### src/hdl/alicp_pkg.sv
// ---------------------------------------------------------------------------
// alicp_pkg
// Shared types and constants for the array list insert/count/purge unit.
// ---------------------------------------------------------------------------
`default_nettype none

package alicp_pkg;

  // Default store depth
  localparam int DEPTH_DEF = 1024;

  // Field widths
  localparam int OP_W     = 2;
  localparam int POS_W    = 11;
  localparam int VAL_W    = 32;
  localparam int STAT_W   = 2;
  localparam int CNTO_W   = 11;

  // Stream word widths (fields packed from bit 0, padded to whole bytes)
  localparam int IN_TDATA_W  = 80;
  localparam int OUT_TDATA_W = 24;

  // Operation codes
  localparam logic [OP_W-1:0] OP_INSERT = 2'd0;
  localparam logic [OP_W-1:0] OP_COUNT  = 2'd1;
  localparam logic [OP_W-1:0] OP_DELETE = 2'd2;

  // Status codes
  localparam logic [STAT_W-1:0] ST_DONE   = 2'd0;
  localparam logic [STAT_W-1:0] ST_BADPOS = 2'd1;
  localparam logic [STAT_W-1:0] ST_FULL   = 2'd2;

  // Controller to datapath commands
  typedef struct packed {
    logic load;    // latch a new word and set up the pass
    logic step;    // issue one memory read
    logic finish;  // final write and length update
    logic emit;    // load the result register
  } cmd_t;

  // Datapath to controller status
  typedef struct packed {
    logic more;     // reads left to issue
    logic pending;  // read data still in flight
  } sts_t;

endpackage

`default_nettype wire

### src/hdl/alicp_ctrl.sv
// ---------------------------------------------------------------------------
// alicp_ctrl
// Sequencer: accepts a word, runs the memory pass, hands out the result.
// ---------------------------------------------------------------------------
`default_nettype none

module alicp_ctrl (
  input  wire               clk,
  input  wire               rst_n,
  input  wire               in_tvalid,
  output logic              in_tready,
  output logic              out_tvalid,
  input  wire               out_tready,
  input  alicp_pkg::sts_t   sts,
  output alicp_pkg::cmd_t   cmd
);

  localparam logic [1:0] S_IDLE = 2'd0;
  localparam logic [1:0] S_SCAN = 2'd1;
  localparam logic [1:0] S_FIN  = 2'd2;
  localparam logic [1:0] S_EMIT = 2'd3;

  logic [1:0] state_r;
  logic [1:0] state_nxt;
  logic       out_vld_r;
  logic       out_vld_nxt;

  assign in_tready  = (state_r == S_IDLE);
  assign out_tvalid = out_vld_r;

  // Commands and next state
  always_comb begin
    state_nxt  = state_r;
    cmd        = '0;
    cmd.load   = in_tvalid && (state_r == S_IDLE);
    case (state_r)
      S_IDLE: begin
        if (in_tvalid) state_nxt = S_SCAN;
      end
      S_SCAN: begin
        if (sts.more) begin
          cmd.step = 1'b1;
        end else if (!sts.pending) begin
          state_nxt = S_FIN;
        end
      end
      S_FIN: begin
        cmd.finish = 1'b1;
        state_nxt  = S_EMIT;
      end
      S_EMIT: begin
        if (!out_vld_r || out_tready) begin
          cmd.emit  = 1'b1;
          state_nxt = S_IDLE;
        end
      end
      default: state_nxt = S_IDLE;
    endcase
  end

  // Result word valid flag
  always_comb begin
    out_vld_nxt = out_vld_r;
    if (cmd.emit) begin
      out_vld_nxt = 1'b1;
    end else if (out_tready) begin
      out_vld_nxt = 1'b0;
    end
  end

  always_ff @(posedge clk) begin
    if (!rst_n) begin
      state_r   <= S_IDLE;
      out_vld_r <= 1'b0;
    end else begin
      state_r   <= state_nxt;
      out_vld_r <= out_vld_nxt;
    end
  end

endmodule

`default_nettype wire

### config.mk
export PLATFORM = sky130hd
export DESIGN_NAME = alicp_ctrl
export DESIGN_NICKNAME = d
export VERILOG_FILES = /design/src/hdl/alicp_pkg.sv /design/src/hdl/alicp_ctrl.sv
export SDC_FILE = /design/constraint.sdc
export NUM_CORES = 1
export LEC_CHECK = 0
export BUFFER_PORTS_ARGS = -buffer_cell sky130_fd_sc_hd__buf_2
export CAP_MARGIN = 20
export CORE_AREA = 2 2 39 41
export DETAILED_ROUTE_END_ITERATION = 8
export DIE_AREA = 0 0 41 43
export SYNTH_ARGS = -nofsm -noshare
export SYNTH_HDL_FRONTEND = slang
export SYNTH_SLANG_ARGS = --single-unit
### constraint.sdc
create_clock -name clk -period 2 [get_ports clk]
set_input_delay 0.2 -clock clk [delete_from_list [all_inputs] [get_ports clk]]
set_output_delay 0.2 -clock clk [all_outputs]
set_load 0.01 [all_outputs]
# Word level (Yosys, flattened, before mapping)
# Cells that the tools add are included.
# totals
reg_bits	3
latch_bits	0
ram_bits	0
rom_bits	0
inputBits	6
wordCells	27
n_memories	0
# classes
n_addsub	0
mul	0
div_mod_pow	0
order_cmp	0
eq_ne	7
shifts	0
mux	12
bitwise	0
reduce_logical	6
# op_table
op	n
$mux W2	4
$ne A2 B2 Y1 const B	4
$pmux W2 S4	1
$mux W1	7
$eq A2 B2 Y1 const B	2
$reduce_and A4 Y1	1
$eq A2 B1 Y1 const B	1
$logic_not A2 Y1	1
$reduce_bool A2 Y1	1
$logic_and A1 B1 Y1	1
$logic_not A1 Y1	1
$logic_or A1 B1 Y1	1

# Longest topological paths before layout
# logic_depth
depth_word	5
ltp_mapped	5
mapped_depth_nobuf	5

# Worst setup path after synthesis
# OpenSTA, ideal clock, no wires.
# synth_path
path_kind	reg-to-reg
from	register state_r[0]
to	register state_r[0]
setup_ns	0.086
t_arrival_ns	1.103
required_ns	1.914
slack_ns	0.810
stages_incl_launch_ff	6
n_path_buf	0
synth_period_minus_slack_ns	1.190
cell_sequence	dfxtp_1 inv_1 ha_1 nand2b_1 nand3_2 a221oi_2
# synth_between
elab_chain_len	3
word_cells_on_any_way	10
classes_between	7 x eq/ne; 1 x mux; 2 x reduce/logical
# synth_lines
element	line_no	text
start, declared	alicp_ctrl.sv:23	logic [1:0] state_r;
start signal, assigned	alicp_ctrl.sv:76	state_r <= state_nxt;
$logic_not A2 Y1 (*)	-	
named net in_tready	alicp_ctrl.sv:11	output logic in_tready,
$ne A2 B2 Y1 (no line)	-	
$reduce_and A4 Y1 (no line)	-	
# Mark *: on every way through the listed nets, which the timed path passes. The rest lies on a longest branch.
# A chain may end at the register's enable or synchronous reset.

==> run_results.csv <==
group,metric,value,unit
setup_path,critPathTopFamily,"flip-flops",
finish,nFillCells,163,
routing,drc,0,
timing,setup_viol,0,
clock_tree,cts_tree,"yes",
run_status,status,"complete, no violations",
routing,wl_per_cell,7.632,um
setup_path,cp-start-kind,"flip-flop",
clock_tree,clock_latency,0.23,ns
floorplan,dieArea,1763,um2
finish,mostFrequentLayoutCell,"buf_2",
pwr,ir_drop,0.0002834,V
floorplan,core.rowCount,14,
global_routing,antenna_found_initial,0,
pwr,power_leakage,0.0002050,uW
global_routing,track_usage,6.720,%
synth,synth_cell_type_count,15,
clock_tree,cts_root_buf,"clkbuf_4",
finish,syn_to_final_growth,37.31,%
timing,fin_hold_ws,0.2396,ns
setup_path,slowest_delay,0.35,ns
clock_tree,post_cts_buffers,0,
synth,yosysWarnings,0,
setup_path,critical_path_class,"reg -> out",
place,gp_congestion,0.6395,
clock_tree,cts_max_level,1,
clock_tree,cts.sinks,3,
finish,regArea,60.06,um2
timing,fmaxAchievable,721.2,MHz
synth,syn_inst,27,
synth,synth_nets,37,
pwr,p_per_area,1187,nW/um2
floorplan,core-area,1384,um2
setup_path,crit_path_max_fanout,4,
setup_path,endpoint_kind,"output port",
routing,viasPerCell,3.632,
synth,syn_area,251.5,um2
floorplan,die_w,41,um
timing,min_period,1.387,ns
floorplan,initial_core_util,18.17,%
run,cap_violations,0,
clock_tree,clkSlewWorstSetupHoldPaths,0.04,ns
timing,finClkSkew,0.004180,ns
timing,slew_headroom,88.90,%
worst_hold_path,holdCritPathClass,"in -> reg",
timing,hold_viol,0,
routing,drtIter0Drc,1,
timing,slew_violations,0,
setup_path,worstPathArrival,1.19,ns
routing,firstDrtPassIters,2,
clock_tree,cts_hold_buf,0,
floorplan,die_h,43,um
finish,diodes,0,
finish,nNetsFinal,52,
routing,num_vias,207,
setup_path,crit_chain,"inv_1, ha_1, and2_1, buf_2",
clock_tree,clock_path_buffers,2,
clock_tree,cts_buffers,3,
routing,drt-total-wl,435,um
timing,rsz0062_at_grt,"false",
place,dp_hpwl,369.1,um
clock_tree,post_cts_resized,0,
timing,finalSetupTns,0,ns
finish,multiInputGateArea,172.7,um2
setup_path,worstPathRequired,1.80,ns
timing,timing.final.crit_share,69.33,%
timing,worst_pin_slew,0.1666,ns
global_routing,grt_max_degree,5,
place,io_buffers,11,
floorplan,num_io_pins,12,
routing,antenna_left,0,
setup_path,slowest_stage,"dfxtp_1",
finish,drive_gt1_share,46.34,%
finish,final_cell_mix,"11 x buf_2, 4 x ha_1",
synth,synth.avg_cell_area,9.314,um2
synth,seq_area_frac_synth,23.88,%
global_routing,grt_pass1_vias,204,
synth,ys_seq_elements,3,
setup_path,crit_buf_inv,2,
global_routing,grt-ovfl-total,0,
global_routing,grt_pass1_wl,696,um
[area by class of cell]
class,instances,share of cell area [%]
flip-flops and latches,3,17.39
well taps,16,5.797
multi-input cells,20,50.00
repair buffers,11,15.94
clock buffers,4,7.609
inverters,3,3.261
[state kept, by name, summed over array words and instances (netlist names)]
register	flops
state_r	2
out_tvalid	1
[path summary, 6_finish.rpt]
| kind | from | to | slack (ns) | cells past startpoint |
|---|---|---|---|---|
| worst max-delay path | state_r[0]$_SDFFE_PN0P_ | cmd[3] | 0.61 | 4 |
| worst min register to register | state_r[1]$_SDFFE_PN0P_ | state_r[1]$_SDFFE_PN0P_ | 0.51 | 2 |
| worst max register to register | state_r[0]$_SDFFE_PN0P_ | state_r[0]$_SDFFE_PN0P_ | 0.78 | 5 |
| worst min-delay path | rst_n | out_tvalid$_SDFFE_PN0P_ | 0.24 | 3 |
[routing by layer]
layer  part of all wire, %  track usage [%]
met4                     0            6.000
met1                    42            6.090
met2                    50            8.438
met5                     0                0
met3                   8.5            6.283
[worst reg2reg max path: stages (launching register included)]
cell	delay, ns
dfxtp_1	0.35
inv_1	0.09
ha_1	0.23
nand2b_1	0.09
nand3_2	0.10
a221oi_2	0.26
[through the flow]
| step | std cells | setup slack (ns) | total power, uW | cell area (um2) | util, % |
|---|---|---|---|---|---|
| after detailed placement | 53 | 0.7559 | 309.4 | 319.1 | 23.06 |
| after CTS | 57 | 0.5829 | 424.0 | 345.3 | 24.95 |
| after global routing | 57 | 0.5229 | 453.8 | 345.3 | 24.95 |
| after floorplan | 27 | 0.8103 | 254.0 | 251.5 | - |
| after global placement | 53 | 0.7829 | 307.1 | 319.1 | 23.06 |
| final | 57 | 0.6134 | 409.9 | 345.3 | 24.95 |
[logic make-up after synthesis]
group,after synthesis,synth area share (%)
simple gates,13,35.33
buf+inv,4,7.463
fa+ha+maj,4,19.90
flops,3,23.88
compound gates,2,9.452
mux,1,3.980
[power by group]
part / internal [uW] / switching (uW)
combinational: 96.8 / 109
sequential: 79.0 / 18.3
clock: 74.8 / 32.2
total: 251 / 159
[synthesized netlist by cell type]
master / count / share of area (%)
a221oi_2: 1 / 6.0
and2_1: 3 / 7.5
buf_4: 1 / 3.0
dfxtp_1: 3 / 24
ha_1: 4 / 20
inv_1: 3 / 4.5
mux2i_1: 1 / 4.0
nand2_1: 2 / 3.0
nand2b_1: 1 / 2.5
nand3_2: 1 / 4.0
nand3b_4: 1 / 8.0
nor2_1: 3 / 4.5
nor2b_1: 1 / 2.5
nor2b_2: 1 / 3.5
o21ai_2: 1 / 3.5
Note: power is estimated with default switching activity, not from simulation.
